### config.mk
export PLATFORM = sky130hd
export DESIGN_NAME = bdem_queue
export DESIGN_NICKNAME = d
export VERILOG_FILES = /design/src/hw/rtl/bdem_queue.sv
export SDC_FILE = /design/constraint.sdc
export NUM_CORES = 1
export LEC_CHECK = 0
export ABC_AREA = 1
export BUFFER_PORTS_ARGS = -buffer_cell sky130_fd_sc_hd__buf_2
export CAP_MARGIN = 25
export CORE_ASPECT_RATIO = 0.9
export CORE_MARGIN = 2
export CORE_UTILIZATION = 60
export DETAILED_ROUTE_END_ITERATION = 10
export PLACE_DENSITY_LB_ADDON = 0.25
export SETUP_SLACK_MARGIN = 0.3
export SYNTH_ARGS = -nofsm -noshare
export SYNTH_HDL_FRONTEND = slang
export SYNTH_SLANG_ARGS = --single-unit
### constraint.sdc
create_clock -name clock -period 2.2 [get_ports clock]
set_input_delay 0.22 -clock clock [delete_from_list [all_inputs] [get_ports clock]]
set_output_delay 0.22 -clock clock [all_outputs]
set_load 0.005 [all_outputs]
### src/hw/rtl/bdem_queue.sv
// short fifo between the classifying front end and the window back end
`timescale 1ns / 1ps

module bdem_queue #(
   parameter int DATA_W = 8,
   parameter int DEPTH  = 4,
   localparam int PW = $clog2(DEPTH),
   localparam int NW = $clog2(DEPTH + 1)
) (
   input  logic              clock,
   input  logic              reset,
   input  logic              push,
   input  logic [DATA_W-1:0] push_data,
   output logic              full,
   input  logic              pop,
   output logic [DATA_W-1:0] pop_data,
   output logic              empty
);

   logic [DATA_W-1:0] slot_ff [DEPTH];
   logic [PW-1:0]     wr_ptr_ff, wr_ptr_in;
   logic [PW-1:0]     rd_ptr_ff, rd_ptr_in;
   logic [NW-1:0]     count_ff, count_in;

   assign full     = (count_ff == NW'(DEPTH));
   assign empty    = (count_ff == '0);
   assign pop_data = slot_ff[rd_ptr_ff];

   always_comb begin
      wr_ptr_in = wr_ptr_ff;
      rd_ptr_in = rd_ptr_ff;
      count_in  = count_ff;
      if (push) begin
         wr_ptr_in = (wr_ptr_ff == PW'(DEPTH - 1)) ? '0 : wr_ptr_ff + PW'(1);
      end
      if (pop) begin
         rd_ptr_in = (rd_ptr_ff == PW'(DEPTH - 1)) ? '0 : rd_ptr_ff + PW'(1);
      end
      if (push && !pop) begin
         count_in = count_ff + NW'(1);
      end else if (pop && !push) begin
         count_in = count_ff - NW'(1);
      end
   end

   always_ff @(posedge clock) begin
      if (reset) begin
         wr_ptr_ff <= '0;
         rd_ptr_ff <= '0;
         count_ff  <= '0;
      end else begin
         wr_ptr_ff <= wr_ptr_in;
         rd_ptr_ff <= rd_ptr_in;
         count_ff  <= count_in;
      end
   end

   always_ff @(posedge clock) begin
      if (push) begin
         slot_ff[wr_ptr_ff] <= push_data;
      end
   end

endmodule

==> run_results.csv <==
group,metric,value,unit
floorplan,start_util,61.6,%
drt,routed_wl,2860,µm
worst_setup_path,timing.rr.end,"count_ff[2]",
cells_and_area,most-common-layout-cells,"32 x edfxtp_1, 22 x nor2_1, 21 x buf_2",
global_route,antenna_found_initial,0,
floorplan,die_y,53.8,µm
floorplan,die_w,59.3,µm
cells_and_area,num_antenna_cells,0,
timing,clock.fmax,0.579,GHz
cts,cts_setup_buffers,0,
drt,antenna_left,0,
cells_and_area,final_common_cell,"edfxtp_1",
cells_and_area,drive_gt1_share,21.5,%
cts,cts_tree,"done",
worst_setup_path,worst-r2r-setup-slack,0.90,ns
min_path,hold_depth,2,
worst_setup_path,reg2reg_depth,7,
synth,synth_edf_count,32,
min_path,hold_path_class,"input port to flip-flop",
cts,clk_latency,0.34,ns
cts,clkTransAtPathRegs,0.12,ns
cells_and_area,syn2layout_area_growth,12.0,%
synth,ys_async_sr_fraction,0,%
synth,yosysWarnings,0,
cts,cts_max_level,2,
power,leakagePower,0.757,nW
min_path,hold_path.startpoint,"reset",
global_route,grt_first_pass_wirelength,4160,µm
cts,cts_sinks,41,
power,cellPowerDensity,810,nW/µm²
timing,worst_hold_slack,0.0825,ns
drt,vias_per_cell,5.50,
global_route,grt_overflow,0,
timing,fin_crit,1.73,ns
cts,ctsLongestPathBuffers,2,
run_status,status,"complete, no violations",
synth,ys_seq_area_share,69.1,%
timing,relSlewSlack,75.7,%
drt,drc,0,
placed_design,portBuffers,21,
timing,fin_skew,0.0123,ns
synth,syn_avg_cell_area,12.2,µm²
synth,postSynthCellCount,135,
min_path,worstHoldEndpoint,"count_ff[0]",
global_route,groute.usage.overall,19.0,%
synth,ys_ff_latch,41,
global_route,grt_max_degree,17,
cts,cts_resized,0,
worst_setup_path,timing.rr.start,"count_ff[0]",
timing,drv_slew,0,
placed_design,place.gp.congestion,0.699,
synth,ys.flop_type,"edfxtp_1",
worst_setup_path,cp-start-kind,"flip-flop",
worst_setup_path,critPathKind,"flip-flop to output port",
cells_and_area,layout.nets,181,
power,ir_drop,0.433,mV
cts,clockRootBuffer,"clkbuf_4",
global_route,grt_pass1_vias,933,
drt,drt_pass1_iterations,4,
floorplan,ios,22,
placed_design,dpl.hpwl,2000,µm
timing,fin_crit_sh,78.5,%
cts,numCtsBuffers,5,
floorplan,dieArea,3190,µm²
worst_setup_path,critPathCaptureType,"output port",
floorplan,fp-row-count,18,
worst_setup_path,arrival,1.51,ns
floorplan,core-area,2680,µm²
cts,ctsHoldBuffers,0,
timing,fin_tns_setup,0,ns
drt,num_vias,1061,
timing,finalSetupViolCount,0,
worst_setup_path,required,1.98,ns
timing,worst_pin_slew,0.365,ns
synth,syn-cell-area,1650,µm²
power,p_total,0.00150,W
drt,wire_per_inst,14.8,µm
worst_setup_path,crit_fanout,16,
timing,finalHoldViolCount,0,
synth,synthDistinctLibCells,19,
timing,rsz0062_at_grt,"no",
drt,drtIter0Drc,30,
flow_run,cap_violations,0,
synth,syn_nets,154,
critical path: stages (launching register included):
cell and delay [ns]:
dfxtp_1 0.51, inv_2 0.20, o21ai_0 0.24, o22ai_1 0.09, buf_2 0.13
final cells by class:
| type | count | area, µm² |
|---|---|---|
| clock buffer | 7 | 65.1 |
| clock inverter | 1 | 5.00 |
| fill | 207 | 831 |
| inverter | 16 | 60.1 |
| multi-input combinational | 76 | 428 |
| sequential | 41 | 1140 |
| tap | 30 | 37.5 |
| timing repair buffer | 22 | 113 |
metal layers:
| layer | up-vias | global-route usage (%) | wire [µm] |
|---|---|---|---|
| li1 | 528 | - | - |
| met3 | 7 | 5.77 | 124 |
| met2 | 23 | 32.2 | 1520 |
| met4 | 0 | 10.6 | 56 |
| met1 | 503 | 21.4 | 1160 |
| met5 | - | 0 | 0 |
Yosys cell counts (2+ instances only):
master / instances / area, µm²
buf_6: 2 / 22.5
nor3_1: 4 / 20.0
a21oi_1: 3 / 15.0
o21ai_0: 15 / 75.1
ha_1: 6 / 75.1
dfxtp_1: 9 / 180
nor2_2: 2 / 12.5
nand2_1: 8 / 30.0
o22ai_1: 8 / 50.1
edfxtp_1: 32 / 961
o21ai_1: 2 / 10.0
o21ai_2: 2 / 17.5
nor2_1: 22 / 82.6
inv_1: 15 / 56.3
report_power, final:
part / leakage [nW] / internal (W) / switching [W]
clock: 0.0413 / 0.000185 / 0.000229
sequential: 0.369 / 0.000878 / 0.0000278
combinational: 0.347 / 0.0000728 / 0.000106
total: 0.757 / 0.00114 / 0.000362
state kept, by name (all words and copies together), names as in the netlist, named ones only:
register,cells
rd_ptr_ff,2
wr_ptr_ff,2
slot_ff,32
count_ff,3
per-stage QoR:
step,area (µm²),instances,utilization [%],worst slack [ns]
floorplan,1650,135,-,0.929
finish,1850,193,69.0,0.473
CTS,1850,193,69.0,0.452
global placement,1780,185,66.4,0.788
detailed placement,1780,185,66.4,0.690
global route,1850,193,69.0,0.371
kinds of logic (layout without fill, tap and decap cells):
kind of cell | after synthesis | in the layout | share of synthesized area, %
AOI/OAI and AO/OA | 30 | 30 | 10.2
xor gates and xnor gates | 1 | 1 | 0.530
adders and majority gates | 7 | 7 | 5.76
buffers and inverters | 18 | 46 | 5.00
DFF | 41 | 41 | 69.1
and+or+nand+nor | 38 | 38 | 9.47
worst max-delay path by stage:
stage | slack, ns | endpoint
2_1_floorplan | 0.93 | count_ff[2]
3_3_place_gp | 0.79 | count_ff[2]
3_5_place_dp | 0.69 | count_ff[2]
4_1_cts | 0.45 | pop_data[2]
5_1_grt | 0.37 | pop_data[0]
6_report | 0.47 | pop_data[2]
(Power assumes the default switching activity.)
