## src/hw/rtl/bdem_pkg.sv

```systemverilog
// shared types and constants for the 3x3 binary dilation / erosion unit
`timescale 1ns / 1ps

package bdem_pkg;

   localparam int CSR_DATA_W  = 12;
   localparam int CSR_INDEX_W = 2;

   localparam int FRAME_WIDTH_RESET  = 640;
   localparam int FRAME_HEIGHT_RESET = 480;
   localparam int MIN_DIM            = 3;

   typedef enum logic [CSR_INDEX_W-1:0] {
      CSR_FRAME_WIDTH  = 2'd0,
      CSR_FRAME_HEIGHT = 2'd1,
      CSR_OP_MODE      = 2'd2
   } csr_index_type;

   typedef enum logic {
      KIND_PIXEL = 1'b0,
      KIND_FLUSH = 1'b1
   } kind_type;

   typedef enum logic {
      MODE_DILATE = 1'b0,
      MODE_ERODE  = 1'b1
   } mode_type;

   // one column push for the window stage, with the border flags of its result
   typedef struct packed {
      logic newbit;
      logic emit;
      logic r_first;
      logic r_last;
      logic c_first;
      logic c_last;
   } entry_type;

endpackage

```

## src/hw/rtl/bdem_channels_if.sv

```systemverilog
// item channels of the 3x3 binary dilation / erosion unit
`timescale 1ns / 1ps

interface bdem_req_if;
   logic valid;
   logic ready;
   logic kind;
   logic pixel_fg;

   modport source (output valid, output kind, output pixel_fg, input ready);
   modport sink (input valid, input kind, input pixel_fg, output ready);
endinterface


```

## src/hw/rtl/bdem_front.sv

```systemverilog
// front end: register writes, raster position tracking and item classification
`timescale 1ns / 1ps

module bdem_front #(
   parameter int MAX_WIDTH  = 2048,
   parameter int MAX_HEIGHT = 2048,
   localparam int CW = $clog2(MAX_WIDTH),
   localparam int RW = $clog2(MAX_HEIGHT)
) (
   input  logic                               clock,
   input  logic                               reset,
   input  logic                               csr_wr_en,
   input  logic [bdem_pkg::CSR_INDEX_W-1:0]   csr_index,
   input  logic [bdem_pkg::CSR_DATA_W-1:0]    csr_wdata,
   bdem_req_if.sink                           req_chan,
   input  logic                               q_full,
   output logic                               push_valid,
   output bdem_pkg::entry_type                push_entry,
   output logic [CW-1:0]                      push_col,
   output bdem_pkg::mode_type                 mode
);

   localparam int WV = (CW >= bdem_pkg::CSR_DATA_W) ? CW + 1 : bdem_pkg::CSR_DATA_W + 1;
   localparam int HV = (RW >= bdem_pkg::CSR_DATA_W) ? RW + 1 : bdem_pkg::CSR_DATA_W + 1;
   localparam int RST_W = (bdem_pkg::FRAME_WIDTH_RESET > MAX_WIDTH) ?
                          MAX_WIDTH : bdem_pkg::FRAME_WIDTH_RESET;
   localparam int RST_H = (bdem_pkg::FRAME_HEIGHT_RESET > MAX_HEIGHT) ?
                          MAX_HEIGHT : bdem_pkg::FRAME_HEIGHT_RESET;

   logic [CW-1:0]      wm1_ff, wm1_in;
   logic [RW-1:0]      hm1_ff, hm1_in;
   bdem_pkg::mode_type mode_ff, mode_in;
   logic [CW-1:0]      in_col_ff, in_col_in;
   logic [RW-1:0]      in_row_ff, in_row_in;
   logic [CW-1:0]      out_col_ff, out_col_in;
   logic [RW-1:0]      out_row_ff, out_row_in;
   logic               pending_ff, pending_in;

   logic [WV-1:0] w_val, w_clamp;
   logic [HV-1:0] h_val, h_clamp;
   logic          accept, is_pixel, tail, col_last, row_last, emit_pix;
   logic          fl_r_last, fl_c_last;

   // clamp of the written frame size
   always_comb begin
      w_val = WV'(csr_wdata);
      h_val = HV'(csr_wdata);
      if (w_val < WV'(bdem_pkg::MIN_DIM)) begin
         w_clamp = WV'(bdem_pkg::MIN_DIM);
      end else if (w_val > WV'(MAX_WIDTH)) begin
         w_clamp = WV'(MAX_WIDTH);
      end else begin
         w_clamp = w_val;
      end
      if (h_val < HV'(bdem_pkg::MIN_DIM)) begin
         h_clamp = HV'(bdem_pkg::MIN_DIM);
      end else if (h_val > HV'(MAX_HEIGHT)) begin
         h_clamp = HV'(MAX_HEIGHT);
      end else begin
         h_clamp = h_val;
      end
   end

   assign req_chan.ready = !q_full;
   assign accept   = req_chan.valid && !q_full;
   assign is_pixel = (bdem_pkg::kind_type'(req_chan.kind) == bdem_pkg::KIND_PIXEL);
   assign tail     = (in_col_ff == '0) && (in_row_ff == '0) && pending_ff;
   assign col_last = (in_col_ff == wm1_ff);
   assign row_last = (in_row_ff == hm1_ff);
   assign emit_pix = !((in_row_ff == '0) || ((in_row_ff == RW'(1)) && (in_col_ff == '0)));
   assign fl_r_last = (out_row_ff == hm1_ff);
   assign fl_c_last = (out_col_ff == wm1_ff);

   // classification into a window push
   always_comb begin
      push_valid = accept && (is_pixel || tail);
      if (is_pixel) begin
         push_entry.newbit  = req_chan.pixel_fg && (in_row_ff != '0) && !row_last &&
                              (in_col_ff != '0) && !col_last;
         push_entry.emit    = emit_pix;
         push_entry.r_first = ((in_col_ff != '0) && (in_row_ff == RW'(1))) ||
                              ((in_col_ff == '0) && (in_row_ff == RW'(2)));
         push_entry.r_last  = 1'b0;
         push_entry.c_first = (in_col_ff == CW'(1));
         push_entry.c_last  = (in_col_ff == '0);
         push_col           = in_col_ff;
      end else begin
         push_entry.newbit  = 1'b0;
         push_entry.emit    = 1'b1;
         push_entry.r_first = (out_row_ff == '0);
         push_entry.r_last  = fl_r_last;
         push_entry.c_first = (out_col_ff == '0);
         push_entry.c_last  = fl_c_last;
         push_col           = fl_c_last ? '0 : out_col_ff + CW'(1);
      end
   end

   always_comb begin
      wm1_in     = wm1_ff;
      hm1_in     = hm1_ff;
      mode_in    = mode_ff;
      in_col_in  = in_col_ff;
      in_row_in  = in_row_ff;
      out_col_in = out_col_ff;
      out_row_in = out_row_ff;
      pending_in = pending_ff;
      if (csr_wr_en) begin
         case (bdem_pkg::csr_index_type'(csr_index))
            bdem_pkg::CSR_FRAME_WIDTH: begin
               wm1_in     = CW'(w_clamp - WV'(1));
               in_col_in  = '0;
               in_row_in  = '0;
               pending_in = 1'b0;
            end
            bdem_pkg::CSR_FRAME_HEIGHT: begin
               hm1_in     = RW'(h_clamp - HV'(1));
               in_col_in  = '0;
               in_row_in  = '0;
               pending_in = 1'b0;
            end
            bdem_pkg::CSR_OP_MODE: begin
               mode_in = bdem_pkg::mode_type'(csr_wdata[0]);
            end
            default: begin
            end
         endcase
      end else if (accept) begin
         if (is_pixel) begin
            if (col_last) begin
               in_col_in = '0;
               in_row_in = row_last ? '0 : in_row_ff + RW'(1);
            end else begin
               in_col_in = in_col_ff + CW'(1);
            end
            if (emit_pix) begin
               pending_in = 1'b1;
               out_row_in = in_row_ff - RW'(1);
               out_col_in = in_col_ff;
            end else if (tail) begin
               pending_in = 1'b0;
            end
         end else if (tail) begin
            if (fl_r_last && fl_c_last) begin
               pending_in = 1'b0;
            end else if (fl_c_last) begin
               out_col_in = '0;
               out_row_in = out_row_ff + RW'(1);
            end else begin
               out_col_in = out_col_ff + CW'(1);
            end
         end
      end
   end

   always_ff @(posedge clock) begin
      if (reset) begin
         wm1_ff     <= CW'(RST_W - 1);
         hm1_ff     <= RW'(RST_H - 1);
         mode_ff    <= bdem_pkg::MODE_DILATE;
         in_col_ff  <= '0;
         in_row_ff  <= '0;
         pending_ff <= 1'b0;
      end else begin
         wm1_ff     <= wm1_in;
         hm1_ff     <= hm1_in;
         mode_ff    <= mode_in;
         in_col_ff  <= in_col_in;
         in_row_ff  <= in_row_in;
         pending_ff <= pending_in;
      end
   end

   always_ff @(posedge clock) begin
      out_col_ff <= out_col_in;
      out_row_ff <= out_row_in;
   end

   assign mode = mode_ff;

endmodule

```

## src/flat_wrapper.sv

```systemverilog
// flat-port wrapper written by rule: the top's interface ports become plain ports
module bdem_front_flat 
#(
   parameter int MAX_WIDTH  = 2048,
   parameter int MAX_HEIGHT = 2048,
   localparam int CW = $clog2(MAX_WIDTH),
   localparam int RW = $clog2(MAX_HEIGHT)
)
  (clock, reset, csr_wr_en, csr_index, csr_wdata, q_full, push_valid, push_entry, push_col, mode, req_chan_valid, req_chan_kind, req_chan_pixel_fg, req_chan_ready);
  bdem_req_if req_chan_i ();
  input  logic clock;
  input  logic reset;
  input  logic csr_wr_en;
  input  logic [bdem_pkg::CSR_INDEX_W-1:0] csr_index;
  input  logic [bdem_pkg::CSR_DATA_W-1:0] csr_wdata;
  input  logic q_full;
  output logic push_valid;
  output bdem_pkg::entry_type push_entry;
  output logic [CW-1:0] push_col;
  output bdem_pkg::mode_type mode;
  input wire logic [$bits(req_chan_i.valid)-1:0] req_chan_valid;
  input wire logic [$bits(req_chan_i.kind)-1:0] req_chan_kind;
  input wire logic [$bits(req_chan_i.pixel_fg)-1:0] req_chan_pixel_fg;
  output wire logic [$bits(req_chan_i.ready)-1:0] req_chan_ready;
  assign req_chan_i.valid = req_chan_valid;
  assign req_chan_i.kind = req_chan_kind;
  assign req_chan_i.pixel_fg = req_chan_pixel_fg;
  assign req_chan_ready = req_chan_i.ready;
  bdem_front #(.MAX_WIDTH(MAX_WIDTH), .MAX_HEIGHT(MAX_HEIGHT)) u_core (.clock(clock), .reset(reset), .csr_wr_en(csr_wr_en), .csr_index(csr_index), .csr_wdata(csr_wdata), .req_chan(req_chan_i), .q_full(q_full), .push_valid(push_valid), .push_entry(push_entry), .push_col(push_col), .mode(mode));
endmodule
```

## config.mk

```make
export PLATFORM = sky130hd
export DESIGN_NAME = bdem_front_flat
export DESIGN_NICKNAME = d
export VERILOG_FILES = /design/src/hw/rtl/bdem_pkg.sv /design/src/hw/rtl/bdem_channels_if.sv /design/src/hw/rtl/bdem_front.sv /design/src/flat_wrapper.sv
export SDC_FILE = /design/constraint.sdc
export NUM_CORES = 1
export LEC_CHECK = 0
export BUFFER_PORTS_ARGS = -buffer_cell sky130_fd_sc_hd__buf_2
export CAP_MARGIN = 20
export CORE_MARGIN = 1
export CORE_UTILIZATION = 25
export DETAILED_ROUTE_END_ITERATION = 8
export GPL_TIMING_DRIVEN = 0
export PLACE_DENSITY = 0.42
export SYNTH_ARGS = -nofsm -noshare
export SYNTH_HDL_FRONTEND = slang
export SYNTH_SLANG_ARGS = --single-unit
```

## constraint.sdc

```tcl
create_clock -name clock -period 3.6 [get_ports clock]
set_clock_uncertainty 0.2 [all_clocks]
set_input_delay 0.36 -clock clock [delete_from_list [all_inputs] [get_ports clock]]
set_output_delay 0.36 -clock clock [all_outputs]
set_load 0.005 [all_outputs]
```

==> results of run 1 <==
==> per-layer routing <==
metal / up-vias / share of wire, %
met5: - / 0
met4: 0 / 2.1
met3: 15 / 3.8
met2: 104 / 42
met1: 1866 / 53
li1: 1998 / -
==> worst max-delay path: cells and delay by family, from the launching register on <==
kind | cells | cell delay (ns)
and+or+nand+nor | 5 | 2.09
DFF | 1 | 0.32
AOI/OAI and AO/OA | 1 | 0.09
buffers and inverters | 1 | 0.23
==> state kept, by name, summed over array words and instances, names as in the netlist <==
| name | cells |
|---|---|
| u_core.out_col_ff | 11 |
| u_core.mode | 1 |
| u_core.out_row_ff | 11 |
| u_core.in_col_ff | 11 |
| u_core.hm1_ff | 11 |
| u_core.pending_ff | 1 |
| u_core.in_row_ff | 11 |
| u_core.wm1_ff | 11 |
==> through the flow <==
step / setup WS, ns / area (µm²) / std cells
after CTS: 0.3002 / 5271 / 816
after floorplan: 0.7851 / 4483 / 536
after global routing: 0.02363 / 5271 / 816
after detailed placement: 0.09448 / 4965 / 801
final: 0.2920 / 5271 / 816
after global placement: 0.1217 / 4965 / 801
==> layout by cell type (no fill, tap or decap), drive strengths merged, types with 5 or more instances in the layout <==
master / instances
xnor2: 69
nor2: 51
dfxtp: 46
buf: 44
clkbuf: 43
nand2: 36
nor3: 35
a21oi: 26
inv: 22
edfxtp: 22
nand4: 20
nand3: 20
xor2: 18
o21ai: 18
ha: 13
o22ai: 11
a211o: 9
and3: 7
nor4: 7
or3: 7
mux2i: 5
nand2b: 5
nor4b: 5
nor2b: 5
a31oi: 5
==> power groups by stage <==
stage	Sequential, mW	Clock, mW	Combinational, mW
floorplan	0.836	0	0.137
global placement	0.845	0	0.205
detailed placement	0.846	0	0.207
CTS	0.829	0.923	0.208
global route	0.831	0.960	0.231
finish	0.830	0.901	0.206
==> final cells by class <==
| class | count | area, µm² | share of cell area [%] |
|---|---|---|---|
| clock buffers | 13 | 292.8 | 5.554 |
| plain buffers | 34 | 130.1 | 2.469 |
| flip-flops and latches | 68 | 1582 | 30.00 |
| clock inverters | 2 | 13.76 | 0.2611 |
| inverters | 22 | 82.58 | 1.567 |
| well taps | 225 | 281.5 | 5.341 |
| multi-input cells | 412 | 2689 | 51.01 |
| repair buffers | 40 | 200.2 | 3.798 |
==> worst paths after layout <==
path,start,end,cells after the start
worst min-delay path,csr_wdata[0],u_core.mode$_SDFFE_PP0P_,3
worst min register to register,u_core.mode$_SDFFE_PP0P_,u_core.mode$_SDFFE_PP0P_,2
worst max register to register,u_core.in_row_ff[2]$_SDFFE_PP0P_,u_core.out_row_ff[9]$_DFFE_PP_,7
worst max-delay path,u_core.in_row_ff[2]$_SDFFE_PP0P_,u_core.out_row_ff[9]$_DFFE_PP_,7
==> cell families after synthesis <==
group	share of synthesized area (%)
DFF	35.28
muxes	1.619
xor gates and xnor gates	17.00
and+or+nand+nor	24.84
adders and majority gates	3.628
AOI/OAI and AO/OA	12.89
buffers and inverters	4.745
==> summary.md, run 1 <==
| Metric | Value |
|---|---|
| Seq cells post-synth | 68 |
| Gr ovfl total | 0 |
| GRT Util Overall | 15.06% |
| Die Width | 135.9 µm |
| Final period util | 91.89% |
| Fin crit period | 3.308 ns |
| Sequential element share of the synthesized area | 35.28% |
| Max-cap violations | 0 |
| CP max-delay cell | nor2_1 |
| First-pass GRT wire length | 21,130 µm |
| Num CTS Buffers | 9 |
| Crit start category | flop |
| Initial Util | 25.74% |
| Post-Route Utilization | 30.27% |
| VDD IR max | 0.0002061 V |
| Mapped Nets | 570 |
| Final setup viols | 0 |
| I/O Buffers | 40 |
| Synth area leaders | dfxtp_1, edfxtp_1, xnor2_1 |
| Most numerous cell in the Yosys netlist | xnor2_1 |
| Via count | 3,983 |
| Met1 GRT Util | 21.49% |
| Post-CTS sizing | 0 |
| Reg power frac | 42.8% |
| Detailed Route WL | 13,170 µm |
| Core area | 0.01742 mm² |
| Post-Synthesis Cells | 536 |
| Cell-internal power | 1.455 mW |
| Worst R2R Setup Slack | 0.29 ns |
| Synth top area share | 20.54% |
| Global-route track usage on met3 | 2.200% |
| CTS Buffer Depth | 2 |
| Synth warn | 0 |
| RSZ-0062 raised after global routing | no |
| Synth async-reset ratio | 0% |
| Initial DRC Count | 215 |
| Synth cell count leaders | xnor2_1, nor2_1, dfxtp_1 |
| Fin nets | 621 |
| Die height | 135.9 µm |
| Crit path cell chain | clkbuf_1, nor4_1, nand2_1, nor4_1, and2_1, a31oi_1, nor2_1 |
| Setup TNS | 0 ns |
| Synthesized area | 0.004483 mm² |
| Number of flops mapped to enable cells by yosys | 22 |
| Area grow syn2layout | 17.58% |
| CP Data Required Time | 3.36 ns |
| Clock power share | 46.5% |
| Ant diodes | 0 |
| H-tree levels | 3 |
| CTS tree | yes |
| CTS Sinks | 68 |
| Root Buffer | clkbuf_16 |
| Number of buffers added for setup after CTS | 0 |
| Slowest Stage Delay on Critical Path | 0.74 ns |
| Hold WS | 0.1646 ns |
| Worst Path Max Fanout | 11 |
| Net switching power | 0.4816 mW |
| Relative slew slack | 36.17% |
| IO Pins | 41 |
| DP Wirelength | 10,400 µm |
| Worst min path class | input port to flop |
| Die area | 0.01847 mm² |
| Filler cells | 1,872 |
| Leak | 1.828 nW |
| Pwr dens | 367.4 mW/mm² |
| Final hold vios | 0 |
| Synth unique cells | 49 |
| Crit end category | flop |
| Post-cts hold buffer count | 0 |
| Vias in the first global route | 3,796 |
| GPL Wtd Cong | 0.8999 |
| Drt pass-1 iters | 4 |
| Max Fclk | 302.3 MHz |
| GR peak layer | met2 |
| Total power | 1.937 mW |
| Wirelength per Cell | 16.14 µm |
| Switching Fraction | 24.87% |
| Dominant cell type by area after synthesis | dfxtp_1 |
| Post-route ant nets | 0 |
| Most used cell, CP | nor4_1 |
| Initial antenna violation count | 0 |
| Critical path class | flop to flop |
| Clk_lat worst skew | 0.34 ns |
| Power share of the combinational group | 10.6% |
| Worst endpoint data arrival time | 3.06 ns |
| Clk pin slew, worst setup/hold paths | 0.06 ns |
| Synth Area per Inst | 8.364 µm² |
| Synth Flop Type | dfxtp_1 |
| Max Slew Vio Count | 0 |
| DR vias/cell | 4.881 |
| Met2 capacity usage during global routing | 22.17% |
| Rows | 48 |
| Drt drc | 0 |
| Worst-Margin Slew | 0.9540 ns |
| Status | finished, final reports clean |
| Largest net degree at the start of global routing | 12 |
| Layout cells sized above 1 | 11.17% |
Note: power is estimated with default switching activity, not from simulation.
==> run 2: changes to the inputs <==
--- a/config.mk
+++ b/config.mk
@@ -7,11 +7,15 @@
 export LEC_CHECK = 0
 export BUFFER_PORTS_ARGS = -buffer_cell sky130_fd_sc_hd__buf_2
 export CAP_MARGIN = 20
+export CELL_PAD_IN_SITES_DETAIL_PLACEMENT = 1
+export CELL_PAD_IN_SITES_GLOBAL_PLACEMENT = 2
 export CORE_MARGIN = 1
 export CORE_UTILIZATION = 25
+export CTS_BUF_LIST = sky130_fd_sc_hd__clkbuf_16
 export DETAILED_ROUTE_END_ITERATION = 8
 export GPL_TIMING_DRIVEN = 0
-export PLACE_DENSITY = 0.42
+export PLACE_DENSITY = 0.61
+export SKIP_CTS_REPAIR_TIMING = 1
 export SYNTH_ARGS = -nofsm -noshare
 export SYNTH_HDL_FRONTEND = slang
 export SYNTH_SLANG_ARGS = --single-unit
==> summary.md, run 2 (synthesized netlist as in run 1, its figures left out) <==
| Metric | Value |
|---|---|
| Post-Route Utilization | 30.32% |
| Wirelength per Cell | 18.25 µm |
| Worst min path class | input port to flop |
| GPL Wtd Cong | 0.8593 |
| Final setup viols | 0 |
| GRT Util Overall | 17.12% |
| H-tree levels | 3 |
| Worst endpoint data arrival time | 3.32 ns |
| CTS Buffer Depth | 2 |
| Crit path cell chain | buf_2, or4_1, buf_2, nor3_1, nor2_1, nor2_1, inv_1, ha_1, nand2b_1, a31oi_1, nor2_1, a211o_1 |
| Die Width | 135.9 µm |
| Initial antenna violation count | 0 |
| CP Data Required Time | 3.63 ns |
| Fin crit period | 3.288 ns |
| Final period util | 91.32% |
| Num CTS Buffers | 9 |
| DP Wirelength | 11,670 µm |
| Ant diodes | 0 |
| Via count | 4,014 |
| Layout cells sized above 1 | 11.82% |
| VDD IR max | 0.0001881 V |
| Post-route ant nets | 0 |
| Max Fclk | 304.2 MHz |
| Rows | 48 |
| CP max-delay cell | or4_1 |
| Fin nets | 621 |
| Root Buffer | clkbuf_16 |
| Slowest Stage Delay on Critical Path | 0.54 ns |
| Commonest non-fill, non-tap cells in the layout | xnor2_1, nor2_1, dfxtp_1 |
| Final hold vios | 0 |
| Initial DRC Count | 150 |
| Vias in the first global route | 4,123 |
| I/O Buffers | 40 |
| Largest net degree at the start of global routing | 13 |
| Status | finished, final reports clean |
| Max-cap violations | 0 |
| Area grow syn2layout | 17.81% |
| Total power | 1.974 mW |
| Relative slew slack | 56.60% |
| RSZ-0062 raised after global routing | no |
| CTS Sinks | 68 |
| CTS tree | yes |
| Worst Path Max Fanout | 8 |
| Die height | 135.9 µm |
| Filler cells | 2,082 |
| Most used cell, CP | nor2_1 |
| Gr ovfl total | 0 |
| Core area | 0.01742 mm² |
| Die area | 0.01847 mm² |
| Clk_lat worst skew | 0.35 ns |
| Leak | 1.829 nW |
| Leading cell type in the layout, fill and taps excluded | xnor2_1 |
| Pwr dens | 373.7 mW/mm² |
| First-pass GRT wire length | 23,690 µm |
| Critical path class | input port to flop |
| IO Pins | 41 |
| Initial Util | 25.74% |
| Crit start category | input port |
| Crit end category | flop |
| DR vias/cell | 4.913 |
| Worst-Margin Slew | 0.6510 ns |
| Drt pass-1 iters | 4 |
| Clk pin slew, worst setup/hold paths | 0.06 ns |
| Drt drc | 0 |
| Detailed Route WL | 14,910 µm |
| Max Slew Vio Count | 0 |
-- run 2: metrics by stage --
stage / instances / TNS (ns) / hold slack (ns) / setup slack (ns) / area, µm²
global placement: 801 / -0.1377 / 0.2949 / -0.07324 / 4965
CTS: 817 / 0 / 0.1223 / 0.1172 / 5276
global route: 817 / 0 / 0.1672 / 0.1138 / 5281
detailed placement: 801 / -0.2831 / 0.3038 / -0.1258 / 4965
finish: 817 / 0 / 0.1405 / 0.3125 / 5281
floorplan: 536 / 0 / 0.2728 / 0.7851 / 4483
-- run 2: path summary, 6_finish.rpt --
| check | from | end | slack [ns] | depth (start not counted) |
|---|---|---|---|---|
| min reg2reg | u_core.pending_ff$_SDFFE_PP0P_ | u_core.pending_ff$_SDFFE_PP0P_ | 0.32 | 2 |
| max reg2reg | u_core.in_col_ff[2]$_SDFFE_PP0P_ | u_core.out_row_ff[7]$_DFFE_PP_ | 0.46 | 6 |
| min | csr_wdata[0] | u_core.mode$_SDFFE_PP0P_ | 0.14 | 3 |
| max | csr_wdata[5] | u_core.wm1_ff[4]$_SDFFE_PP1P_ | 0.31 | 12 |
-- run 2: cell type report --
type / instances / area [µm²] / area share [%]
clock buffers: 10 / 250.2 / 4.738
well taps: 225 / 281.5 / 5.330
repair buffers: 40 / 200.2 / 3.791
clock inverters: 6 / 61.31 / 1.161
flip-flops and latches: 68 / 1582 / 29.95
plain buffers: 34 / 130.1 / 2.464
inverters: 22 / 82.58 / 1.564
multi-input cells: 412 / 2694 / 51.01
-- run 2: routing by layer --
| metal | up-vias | global-route usage [%] | part of all wire [%] |
|---|---|---|---|
| met1 | 1925 | 24.21 | 50 |
| met5 | - | 0 | 0 |
| met3 | 14 | 3.095 | 4.4 |
| met4 | 0 | 4.938 | 1.2 |
| met2 | 86 | 26.30 | 44 |
| li1 | 1989 | - | - |
-- run 2: report_power, final --
group          internal, mW  switching (mW)  total, mW
clock                 0.576           0.356      0.931
combinational        0.0833           0.130      0.213
sequential            0.806          0.0236      0.830
total                  1.47           0.509       1.97
-- run 2: critical path, delay by kind of cell --
kind / cells / cell delay (ns)
buffers and inverters: 3 / 0.40
adders and majority gates: 1 / 0.29
AOI/OAI and AO/OA: 2 / 0.64
and+or+nand+nor: 6 / 1.62
==> run 3: changes to the inputs <==
--- a/config.mk
+++ b/config.mk
@@ -5,6 +5,7 @@
 export SDC_FILE = /design/constraint.sdc
 export NUM_CORES = 1
 export LEC_CHECK = 0
+export ABC_AREA = 1
 export BUFFER_PORTS_ARGS = -buffer_cell sky130_fd_sc_hd__buf_2
 export CAP_MARGIN = 20
 export CELL_PAD_IN_SITES_DETAIL_PLACEMENT = 1
@@ -14,7 +15,7 @@
 export CTS_BUF_LIST = sky130_fd_sc_hd__clkbuf_16
 export DETAILED_ROUTE_END_ITERATION = 8
 export GPL_TIMING_DRIVEN = 0
-export PLACE_DENSITY = 0.61
+export PLACE_DENSITY = 0.65
 export SKIP_CTS_REPAIR_TIMING = 1
 export SYNTH_ARGS = -nofsm -noshare
 export SYNTH_HDL_FRONTEND = slang
==> summary.md, run 3 <==
| Metric | Value |
|---|---|
| Via count | 4,747 |
| Most used cell, CP | nand3_1 |
| Worst r2r path cells | 8 |
| Pwr dens | 369.2 mW/mm² |
| VDD IR max | 0.0001379 V |
| Rows | 50 |
| GR peak layer | met2 |
| Post-Route Utilization | 30.15% |
| Non-filler instance count after layout | 1,038 |
| Synth warn | 0 |
| Synth area leaders | dfxtp_1, nand2_1, edfxtp_1 |
| Fin crit period | 3.052 ns |
| I/O Buffers | 37 |
| R2r startpoint | u_core.in_col_ff[0]$_SDFFE_PP0P_ |
| Final hold vios | 0 |
| Relative slew slack | 30.27% |
| First-pass GRT wire length | 26,960 µm |
| Worst-Margin Slew | 1.040 ns |
| Global-route track usage on met3 | 2.242% |
| Ant diodes | 0 |
| Max-cap violations | 0 |
| Hold Crit Depth | 3 |
| Area grow syn2layout | 17.11% |
| Met1 GRT Util | 25.20% |
| Synth Flop Type | dfxtp_1 |
| Synth Area per Inst | 6.686 µm² |
| GPL Wtd Cong | 0.8254 |
| DR vias/cell | 4.573 |
| Root Buffer | clkbuf_16 |
| H-tree levels | 3 |
| Gr ovfl total | 0 |
| Reg power frac | 40.4% |
| Detailed Route WL | 16,790 µm |
| Critical path class | flop to flop |
| Vias in the first global route | 4,906 |
| CP Data Required Time | 3.36 ns |
| Slowest Stage Delay on Critical Path | 0.80 ns |
| Drt pass-1 iters | 4 |
| Synth unique cells | 46 |
| Net switching power | 0.5996 mW |
| Max Slew Vio Count | 0 |
| Multi-input gate area | 0.002820 mm² |
| Setup TNS | 0 ns |
| Post-route ant nets | 0 |
| Cell-internal power | 1.496 mW |
| Crit end category | flop |
| Die height | 141.2 µm |
| CTS Sinks | 68 |
| Most numerous cell in the Yosys netlist | nand2_1 |
| Clk_lat worst skew | 0.34 ns |
| Max Fclk | 327.7 MHz |
| RSZ-0062 raised after global routing | no |
| Mapped Nets | 759 |
| Initial DRC Count | 195 |
| Met2 capacity usage during global routing | 27.93% |
| Total area of sequential cells | 0.001582 mm² |
| Die area | 0.01995 mm² |
| CTS Buffer Depth | 2 |
| Filler cells | 2,408 |
| CP max-delay cell | nor3_2 |
| Core area | 0.01883 mm² |
| Worst R2R Setup Slack | 0.55 ns |
| Number of flops mapped to enable cells by yosys | 22 |
| Largest net degree at the start of global routing | 14 |
| Synthesized area | 0.004847 mm² |
| DP Wirelength | 13,700 µm |
| Initial antenna violation count | 0 |
| Hold endpoint | u_core.mode$_SDFFE_PP0P_ |
| Drt drc | 0 |
| Synth cell count leaders | nand2_1, nor2_1, inv_1 |
| Power share of the combinational group | 13.7% |
| Fin nets | 807 |
| Final period util | 84.76% |
| Worst Path Max Fanout | 11 |
| RR Endpoint | u_core.out_row_ff[5]$_DFFE_PP_ |
| Worst Min Path Start | csr_index[1] |
| Sequential element share of the synthesized area | 32.63% |
| IO Pins | 41 |
| Leading cell type in the layout, fill and taps excluded | nand2_1 |
| Clock power share | 45.9% |
| Dominant cell type by area after synthesis | dfxtp_1 |
| Leak | 2.547 nW |
| Wirelength per Cell | 16.17 µm |
| Final setup viols | 0 |
| Clk pin slew, worst setup/hold paths | 0.07 ns |
| Status | finished, final reports clean |
| Seq cells post-synth | 68 |
| Worst min path class | input port to flop |
| Switching Fraction | 28.60% |
| Layout cells sized above 1 | 11.18% |
| Post-Synthesis Cells | 725 |
| Post-Place Cells | 1,022 |
| Die Width | 141.2 µm |
| Synth top area share | 19.00% |
| Initial Util | 25.74% |
| GRT Util Overall | 17.77% |
| Crit start category | flop |
| Crit path cell chain | inv_1, ha_1, nand4_1, nor2_1, nand3_1, a21oi_2, nand3_1, nor3_2 |
| Num CTS Buffers | 9 |
| Commonest non-fill, non-tap cells in the layout | nand2_1, nor2_1, inv_1 |
| Worst endpoint data arrival time | 2.81 ns |
| Synth async-reset ratio | 0% |
| CTS tree | yes |
-- run 3: worst max-delay path, delay by kind of cell, from the launching register on --
kind	cells	cell delay, ns
buffers and inverters	1	0.15
AND/OR/NAND/NOR	5	1.55
AO/OA/AOI/OAI	1	0.18
adder cells (fa/ha/maj)	1	0.20
flip-flops	1	0.37
-- run 3: cell families (layout without fill, tap and decap cells) --
| family | Yosys count | count (layout) | synth area share (%) |
|---|---|---|---|
| and+or+nand+nor | 395 | 395 | 35.26 |
| buffers and inverters | 110 | 163 | 9.189 |
| AOI/OAI and AO/OA | 90 | 90 | 10.71 |
| DFF | 68 | 68 | 32.63 |
| xor gates and xnor gates | 49 | 49 | 8.854 |
| adders and majority gates | 13 | 13 | 3.356 |
-- run 3: worst max path at each step --
| stage | to | cells past startpoint | startpoint |
|---|---|---|---|
| after floorplan | u_core.out_col_ff[0]$_DFFE_PP_ | 8 | u_core.in_col_ff[0]$_SDFFE_PP0P_ |
| after global placement | u_core.out_row_ff[10]$_DFFE_PP_ | 8 | u_core.in_col_ff[0]$_SDFFE_PP0P_ |
| after detailed placement | u_core.out_row_ff[9]$_DFFE_PP_ | 8 | u_core.in_col_ff[0]$_SDFFE_PP0P_ |
| after CTS | u_core.out_row_ff[5]$_DFFE_PP_ | 8 | u_core.in_col_ff[0]$_SDFFE_PP0P_ |
| after global routing | u_core.out_row_ff[5]$_DFFE_PP_ | 8 | u_core.in_col_ff[0]$_SDFFE_PP0P_ |
| final | u_core.out_row_ff[5]$_DFFE_PP_ | 8 | u_core.in_col_ff[0]$_SDFFE_PP0P_ |
-- run 3: per-stage QoR --
step / power [mW] / hold slack [ns] / area [µm²] / setup slack (ns)
CTS: 2.127 / 0.1340 / 5677 / 0.4741
floorplan: 1.040 / 0.2415 / 4847 / 1.170
global route: 2.194 / 0.1725 / 5677 / 0.2248
finish: 2.096 / 0.1568 / 5677 / 0.5485
detailed placement: 1.154 / 0.2573 / 5358 / 0.4893
global placement: 1.146 / 0.2548 / 5358 / 0.5306
-- run 3: power by group through the flow --
stage	Sequential, mW	Combinational [mW]	Clock, mW
detailed placement	0.864	0.290	0
finish	0.847	0.287	0.962
global placement	0.863	0.283	0
CTS	0.847	0.292	0.989
floorplan	0.849	0.192	0
global route	0.850	0.327	1.02
-- run 3: final cells by class --
type / instances / share of cell area, %
plain buffers: 20 / 1.851
clock buffers: 10 / 4.408
clock inverters: 6 / 1.212
inverters: 90 / 5.995
multi-input cells: 547 / 49.68
flip-flops and latches: 68 / 27.86
well taps: 260 / 5.731
repair buffers: 37 / 3.262
-- run 3: per-layer routing --
| layer | share of wire (%) | wire length [µm] | vias to the layer above |
|---|---|---|---|
| met1 | 53 | 8876 | 2242 |
| li1 | - | - | 2443 |
| met2 | 44 | 7362 | 56 |
| met5 | 0 | 0 | - |
| met3 | 2.3 | 394 | 6 |
| met4 | 0.92 | 155 | 0 |
